--- src/rtl/bsws_pkg.sv ---
// ---------------------------------------------------------------------------
// bsws_pkg: shared types and codes for the bounded stack with search
// Operation and status codes, item layouts, controller states.
// ---------------------------------------------------------------------------
`default_nettype none

package bsws_pkg;

  localparam int DEPTH_DEF  = 64;
  localparam int WORD_W     = 32;
  localparam int MODE_W     = 2;
  localparam int STATUS_W   = 2;
  localparam int POS_W      = 7;

  typedef enum logic [MODE_W-1:0] {
    MODE_PUSH   = 2'd0,
    MODE_POP    = 2'd1,
    MODE_SEARCH = 2'd2,
    MODE_NOP    = 2'd3
  } mode_t;

  typedef enum logic [STATUS_W-1:0] {
    STAT_OK        = 2'd0,
    STAT_OVERFLOW  = 2'd1,
    STAT_EMPTY     = 2'd2,
    STAT_NOT_FOUND = 2'd3
  } status_t;

  typedef enum logic [1:0] {
    ST_IDLE,
    ST_POP,
    ST_SEARCH
  } state_t;

  typedef struct packed {
    logic        [MODE_W-1:0] mode;
    logic signed [WORD_W-1:0] value;
  } in_item_t;

  typedef struct packed {
    logic signed [WORD_W-1:0]   data_out;
    logic        [POS_W-1:0]    position;
    logic        [STATUS_W-1:0] status;
    logic                       is_empty;
    logic        [POS_W-1:0]    count;
  } out_item_t;

endpackage

`default_nettype wire

--- src/rtl/bsws_stream_if.sv ---
// ---------------------------------------------------------------------------
// bsws_stream_if: valid/ready channel
// One item moves at a clock edge where valid and ready are both high.
// ---------------------------------------------------------------------------
`default_nettype none

interface bsws_stream_if #(
  parameter type T = logic
);
  logic valid;
  logic ready;
  T     data;

  modport source (output valid, output data, input ready);
  modport sink   (input valid, input data, output ready);
endinterface

`default_nettype wire

--- src/rtl/bounded_stack_with_search.sv ---
// ---------------------------------------------------------------------------
// bounded_stack_with_search: LIFO of signed words with a bottom-up search
// Push, pop or search per item; one result item per input item.
// ---------------------------------------------------------------------------
//
//  channel | dir | payload                                      | handshake
//  --------+-----+----------------------------------------------+------------
//  req     | in  | mode, value                                  | valid/ready
//  rsp     | out | data_out, position, status, is_empty, count  | valid/ready
//
//  Push, no-op and any refused op load their result on acceptance; a pop
//  loads it from the registered read of the entry memory; a search compares
//  entries bottom up, one per cycle through the single memory read port,
//  until a hit or the top entry.
//  Reset clears the fill count and the controller; the entry memory keeps
//  its contents and needs no clearing pass, as only entries below the fill
//  count are read. A held result stalls the finishing step until taken.
// ---------------------------------------------------------------------------
`default_nettype none

module bounded_stack_with_search #(
  parameter int DEPTH = bsws_pkg::DEPTH_DEF
) (
  input  wire logic             clk,
  input  wire logic             rst,
  bsws_stream_if.sink           req,
  bsws_stream_if.source         rsp
);

  localparam int CW = $clog2(DEPTH + 1);            // fill count width
  localparam int AW = (DEPTH > 1) ? $clog2(DEPTH) : 1;
  localparam int EW = CW + bsws_pkg::POS_W;          // room to mask to 7 bits
  localparam logic [CW-1:0] DEPTH_C = CW'(DEPTH);

  // Entry memory: one write port, one registered read port.
  logic [bsws_pkg::WORD_W-1:0] mem [DEPTH];
  logic [bsws_pkg::WORD_W-1:0] rd_data;
  logic                        rd_en;
  logic [AW-1:0]               rd_addr;
  logic                        we;

  // Control and working registers.
  bsws_pkg::state_t            state, state_next;
  logic [CW-1:0]               cnt, cnt_next;    // entries held
  logic [CW-1:0]               idx, idx_next;    // entry whose read data is in rd_data
  logic [bsws_pkg::WORD_W-1:0] key, key_next;    // searched word

  // Result register.
  logic                        ov;
  bsws_pkg::out_item_t         od;
  bsws_pkg::out_item_t         res;
  logic                        load;

  logic                        can_load;
  logic                        full, empty, hit, last;
  logic [CW-1:0]               idx_inc;
  logic [EW-1:0]               cnt_ext, pos_ext;
  logic [CW-1:0]               pos_val;

  assign can_load = !ov || rsp.ready;
  assign full     = (cnt == DEPTH_C);
  assign empty    = (cnt == '0);
  assign idx_inc  = idx + 1'b1;
  assign hit      = (rd_data == key);
  assign last     = (idx_inc == cnt);
  assign cnt_ext  = {{bsws_pkg::POS_W{1'b0}}, cnt_next};
  assign pos_ext  = {{bsws_pkg::POS_W{1'b0}}, pos_val};

  always_comb begin
    state_next = state;
    cnt_next   = cnt;
    idx_next   = idx;
    key_next   = key;
    rd_en      = 1'b0;
    rd_addr    = '0;
    we         = 1'b0;
    load       = 1'b0;
    pos_val    = '0;
    req.ready  = 1'b0;
    res        = '0;
    res.status = bsws_pkg::STAT_OK;

    case (state)
      bsws_pkg::ST_IDLE: begin
        // Immediate results need the output slot; pop and search use it later.
        req.ready = can_load;
        if (req.valid && can_load) begin
          case (req.data.mode)
            bsws_pkg::MODE_PUSH: begin
              load = 1'b1;
              if (full) begin
                res.status = bsws_pkg::STAT_OVERFLOW;
              end else begin
                we       = 1'b1;
                cnt_next = cnt + 1'b1;
              end
            end
            bsws_pkg::MODE_POP: begin
              if (empty) begin
                load       = 1'b1;
                res.status = bsws_pkg::STAT_EMPTY;
              end else begin
                cnt_next   = cnt - 1'b1;
                rd_en      = 1'b1;
                rd_addr    = AW'(cnt - 1'b1);
                state_next = bsws_pkg::ST_POP;
              end
            end
            bsws_pkg::MODE_SEARCH: begin
              if (empty) begin
                load       = 1'b1;
                res.status = bsws_pkg::STAT_EMPTY;
              end else begin
                key_next   = req.data.value;
                idx_next   = '0;
                rd_en      = 1'b1;
                rd_addr    = '0;
                state_next = bsws_pkg::ST_SEARCH;
              end
            end
            default: begin
              load = 1'b1;   // no-op reports the unchanged stack
            end
          endcase
        end
      end

      bsws_pkg::ST_POP: begin
        if (can_load) begin
          load         = 1'b1;
          res.data_out = rd_data;
          state_next   = bsws_pkg::ST_IDLE;
        end
      end

      bsws_pkg::ST_SEARCH: begin
        if (hit || last) begin
          // Hold rd_data (no new read) until the result can be stored.
          if (can_load) begin
            load       = 1'b1;
            state_next = bsws_pkg::ST_IDLE;
            if (hit) begin
              pos_val    = idx_inc;
              res.status = bsws_pkg::STAT_OK;
            end else begin
              res.status = bsws_pkg::STAT_NOT_FOUND;
            end
          end
        end else begin
          idx_next = idx_inc;
          rd_en    = 1'b1;
          rd_addr  = AW'(idx_inc);
        end
      end

      default: begin
        state_next = bsws_pkg::ST_IDLE;
      end
    endcase

    res.position = pos_ext[bsws_pkg::POS_W-1:0];
    res.count    = cnt_ext[bsws_pkg::POS_W-1:0];
    res.is_empty = (cnt_next == '0);
  end

  // Memory ports.
  always_ff @(posedge clk) begin
    if (we) begin
      mem[AW'(cnt)] <= req.data.value;
    end
    if (rd_en) begin
      rd_data <= mem[rd_addr];
    end
  end

  // Control state.
  always_ff @(posedge clk) begin
    if (rst) begin
      state <= bsws_pkg::ST_IDLE;
      cnt   <= '0;
      ov    <= 1'b0;
    end else begin
      state <= state_next;
      cnt   <= cnt_next;
      if (load) begin
        ov <= 1'b1;
      end else if (rsp.ready) begin
        ov <= 1'b0;
      end
    end
  end

  // Payload registers.
  always_ff @(posedge clk) begin
    idx <= idx_next;
    key <= key_next;
    if (load) begin
      od <= res;
    end
  end

  assign rsp.valid = ov;
  assign rsp.data  = od;

  // -------------------------------------------------------------------------
  // Checks
  // -------------------------------------------------------------------------
  a_cnt_bound: assert property (@(posedge clk) disable iff (rst)
    cnt <= DEPTH_C)
    else $error("fill count above depth");

  a_search_idx: assert property (@(posedge clk) disable iff (rst)
    (state == bsws_pkg::ST_SEARCH) |-> (idx < cnt))
    else $error("search index past top of stack");

  a_push_inc: assert property (@(posedge clk) disable iff (rst)
    (req.valid && req.ready && req.data.mode == bsws_pkg::MODE_PUSH && !full)
      |=> (cnt == $past(cnt) + 1'b1))
    else $error("push did not grow the stack");

  a_busy_block: assert property (@(posedge clk) disable iff (rst)
    (state != bsws_pkg::ST_IDLE) |-> !req.ready)
    else $error("item taken while an operation is in flight");

endmodule

`default_nettype wire

--- src/flat_wrapper.sv ---
// flat-port wrapper written by rule: the top's interface ports become plain ports
module bounded_stack_with_search_flat import bsws_pkg::*;
#(
  parameter int DEPTH = bsws_pkg::DEPTH_DEF
)
  (clk, rst, req_valid, req_data, req_ready, rsp_valid, rsp_data, rsp_ready);
  bsws_stream_if #(.T(in_item_t)) req_i ();
  bsws_stream_if #(.T(out_item_t)) rsp_i ();
  input  wire logic clk;
  input  wire logic rst;
  input wire logic [$bits(req_i.valid)-1:0] req_valid;
  input wire logic [$bits(req_i.data)-1:0] req_data;
  output wire logic [$bits(req_i.ready)-1:0] req_ready;
  output wire logic [$bits(rsp_i.valid)-1:0] rsp_valid;
  output wire logic [$bits(rsp_i.data)-1:0] rsp_data;
  input wire logic [$bits(rsp_i.ready)-1:0] rsp_ready;
  assign req_i.valid = req_valid;
  assign req_i.data = req_data;
  assign req_ready = req_i.ready;
  assign rsp_valid = rsp_i.valid;
  assign rsp_data = rsp_i.data;
  assign rsp_i.ready = rsp_ready;
  bounded_stack_with_search #(.DEPTH(DEPTH)) u_core (.clk(clk), .rst(rst), .req(req_i), .rsp(rsp_i));
endmodule
--- config.mk ---
export PLATFORM = sky130hd
export DESIGN_NAME = bounded_stack_with_search_flat
export DESIGN_NICKNAME = d
export VERILOG_FILES = /design/src/rtl/bsws_pkg.sv /design/src/rtl/bsws_stream_if.sv /design/src/rtl/bounded_stack_with_search.sv /design/src/flat_wrapper.sv
export SDC_FILE = /design/constraint.sdc
export NUM_CORES = 2
export LEC_CHECK = 0
export BUFFER_PORTS_ARGS = -buffer_cell sky130_fd_sc_hd__buf_2
export CAP_MARGIN = 10
export CORE_AREA = 2 2 512 514
export CTS_CLUSTER_DIAMETER = 40
export DETAILED_ROUTE_END_ITERATION = 8
export DIE_AREA = 0 0 514 516
export PLACE_DENSITY = 0.45
export SYNTH_ARGS = -nofsm -noshare
export SYNTH_HDL_FRONTEND = slang
export SYNTH_SLANG_ARGS = --single-unit
--- constraint.sdc ---
create_clock -name clk -period 5.4 [get_ports clk]
set_input_delay 1.08 -clock clk [delete_from_list [all_inputs] [get_ports clk]]
set_output_delay 1.08 -clock clk [all_outputs]
set_load 0.03 [all_outputs]
==> metrics.yaml <==
outcome:
  status: "finished, final reports clean"
yosys:
  synth_area_leaders: "edfxtp_1, nand2_1, nand3_1"
  yosysSeqAreaShare_pct: 76.5
  synth.avg_cell_area_sq_um: 13.9
  synth_cells: 6147
  ys.flop_type: "edfxtp_1"
  synth_top_area_share_pct: 76.3
  yosysTopAreaCell: "edfxtp_1"
  ys_ff_latch: 2178
  synth_commonest_cells: "edfxtp_1, nand2_1, nand3_1"
  synth_fp_nets: 6197
  synth_edf_count: 2168
  synth-async-reset-ratio_pct: 0
  synth_most_common_cell: "edfxtp_1"
  yosysWarnings: 0
  syn_area_sq_mm: 0.0853
  synth_cell_types: 76
timing:
  slew_headroom_pct: 24.9
  tightest_slew_ns: 1.13
  fin_crit_sh_pct: 94.6
  slew_viol_final: 0
  fin_skew_ns: 0.0706
  period_minus_slack_ns: 5.11
  hold_viol: 0
  rsz0062_at_grt: "no"
  setup_viol: 0
  fmax_ghz: 0.196
global_routing:
  grt_pass1_wl_um: 417000
  grt_antenna_before_repair: 15
  gr-total-overflow: 0
  first_global_vias: 52700
  grt_max_degree: 156
  grtUsageTotal_pct: 22.2
drt:
  drcViolationCount: 0
  wl_um: 299000
  routedWlPerCell_um: 29.2
  drtPass1Iterations: 6
  routed_via_density: 5.34
  drtIter0Drc: 6125
  vias: 54800
  final_antenna_net_count: 0
worst_setup_path:
  crit_buf_inv: 4
  critical_path_class: "register to register"
  path_max_fanout: 33
  slowest_stage: "edfxtp_1"
  cp_data_required_time_ns: 6.06
  cpPeakStageDelay_ns: 0.58
  r2r_start: "u_core.idx[0]"
  timing.rr.end: "u_core.rd_data[0]"
  cp-start-kind: "register"
  crit_path_frequent_cell: "buf_4"
  critPathTopFamily: "compound AO/OA/AOI/OAI gates"
  arrival_ns: 5.77
  worstPathCellList: "ha_1 -> nand3_1 -> xor2_2 -> o2111ai_1 -> nand4b_1 -> buf_4 -> a31o_4 -> buf_12 -> buf_4 -> mux2i_1 -> a22oi_1 -> a2111oi_0 -> buf_4 -> a22o_1 -> o221ai_1"
  r2r_cells: 15
  critPathCaptureType: "register"
  reg2reg_setup_slack_ns: 0.29
final_layout:
  layoutNonFillerInstCount: 10300
  final_cell_area_sq_mm: 0.104
  syn2layout_area_growth_pct: 21.9
  final_net_count: 6628
  drive_gt1_share_pct: 16.3
die:
  ioPinCount: 89
  fp.dieH_um: 516
  die-area_sq_mm: 0.265
  die_width_um: 514
  initial_core_util_pct: 32.9
  core_sq_mm: 0.259
  row_count: 187
placed_design:
  dp.cells: 9633
  hpwl_um: 171000
  place.gp.congestion: 0.893
  place_area_sq_mm: 0.0924
  portBuffers: 88
power:
  leakage_nw: 35.2
  peakVddDrop_v: 0.000258
  power.density_mw_per_mm2: 429
worst_hold_path:
  holdPathStages: 1
  worstHoldEndpoint: "u_core.mem[25][3]"
  holdCritPathClass: "input pin to register"
  hp-start: "req_data[3]"
job:
  maxCapViolCount: 0
clock_network:
  cts.sinks: 2178
  clk_latency_ns: 0.96
  clk_pin_slew_worst_paths_ns: 0.05
  clk_path_buf_depth: 4
  cts_setup_buffers: 0
  cts_buffers: 345
  cts-root-buf: "clkbuf_16"
  cts_tree: "built"
  h-tree-depth: 5
-- registers in the layout, summed over array words and instances (netlist names) --
register	flops
u_core.idx	7
u_core.state	2
u_core.rd_data	32
u_core.key	32
u_core.rsp.valid	1
u_core.mem	2048
u_core.rsp.data	49
u_core.cnt	7
-- stage by stage --
stage	worst slack (ns)	hold slack [ns]	total power, mW	TNS (ns)	utilization, %
final	0.290	0.448	44.6	0	40.1
after global routing	0.00180	0.439	45.9	0	40.1
after CTS	0.159	0.379	45.0	0	40.1
after detailed placement	-0.0882	0.548	22.7	-0.0882	35.6
after global placement	-0.0381	0.546	22.7	-0.0674	35.6
after floorplan	0.570	0.507	21.0	0	-
-- cell usage in the layout (no fill, tap or decap), types with 9 or more instances in the layout --
cell,Yosys,layout
a211o_1,16,15
or3_1,14,14
nand3_1,540,539
nor2_4,2,67
clkinv_4,0,22
clkbuf_1,104,44
diode_2,0,9
buf_12,0,66
a31oi_1,137,136
ha_1,12,12
a22oi_1,39,35
dfxtp_1,10,10
clkinvlp_4,0,34
a21oi_1,285,283
bufinv_16,0,51
clkinv_1,1,32
nor2_1,105,40
clkinv_2,0,46
mux2i_1,163,163
buf_2,199,88
inv_6,0,26
nor3_1,10,10
clkbuf_16,0,351
nand4_1,106,106
and3_1,41,41
edfxtp_1,2168,2168
buf_4,42,312
a32oi_1,99,98
o22ai_1,39,39
nand2_1,1739,1739
o21ai_1,16,16
inv_1,18,18
xnor2_1,41,41
nor4_1,49,49
-- kinds of logic after synthesis --
| group | Yosys count | synth area share [%] |
|---|---|---|
| and+or+nand+nor | 2638 | 13.2 |
| DFF | 2178 | 76.5 |
| AOI/OAI and AO/OA | 699 | 5.30 |
| buffers and inverters | 405 | 2.35 |
| muxes | 163 | 1.91 |
| xor gates and xnor gates | 52 | 0.560 |
| adders and majority gates | 12 | 0.176 |
-- metal layers --
metal / wire length (um) / part of all wire, % / track usage [%]
met1: 131000 / 44 / 31.0
met2: 137000 / 46 / 34.7
met3: 21600 / 7.2 / 4.10
met4: 10200 / 3.4 / 7.59
met5: 26 / 0.0087 / 0
-- timing repair --
action	4_1_cts	5_1_grt
setup endpoints to repair	2	6
gates resized for setup	2	5
hold buffers	0	0
-- power by group --
| part | internal, mW | switching (mW) | leakage, nW |
|---|---|---|---|
| Combinational | 0.925 | 2.47 | 10.0 |
| Sequential | 18.9 | 0.129 | 19.6 |
| Clock | 14.3 | 7.92 | 5.58 |
| Total | 34.1 | 10.5 | 35.2 |
-- how the worst max path moves through the flow --
stage,from,end,cells past startpoint
3_5_place_dp,u_core.idx[0],u_core.rd_data[11],13
4_1_cts,u_core.idx[0],u_core.rd_data[17],14
2_1_floorplan,rsp_ready,u_core.rsp.data[0],5
5_1_grt,u_core.idx[0],u_core.rd_data[0],15
3_3_place_gp,rsp_ready,u_core.rd_data[11],15
6_report,u_core.idx[0],u_core.rd_data[0],15
-- final cells by class --
cell class / count / area [sq um]
diodes: 9 / 22.5
flip-flops and latches: 2178 / 65300
clock buffers: 395 / 8950
well taps: 3402 / 4260
clock inverters: 215 / 2630
multi-input cells: 3564 / 18700
repair buffers: 469 / 4140
fillers: 24100 / 155000
inverters: 20 / 75.1
Power figures use the tool's default switching activity.
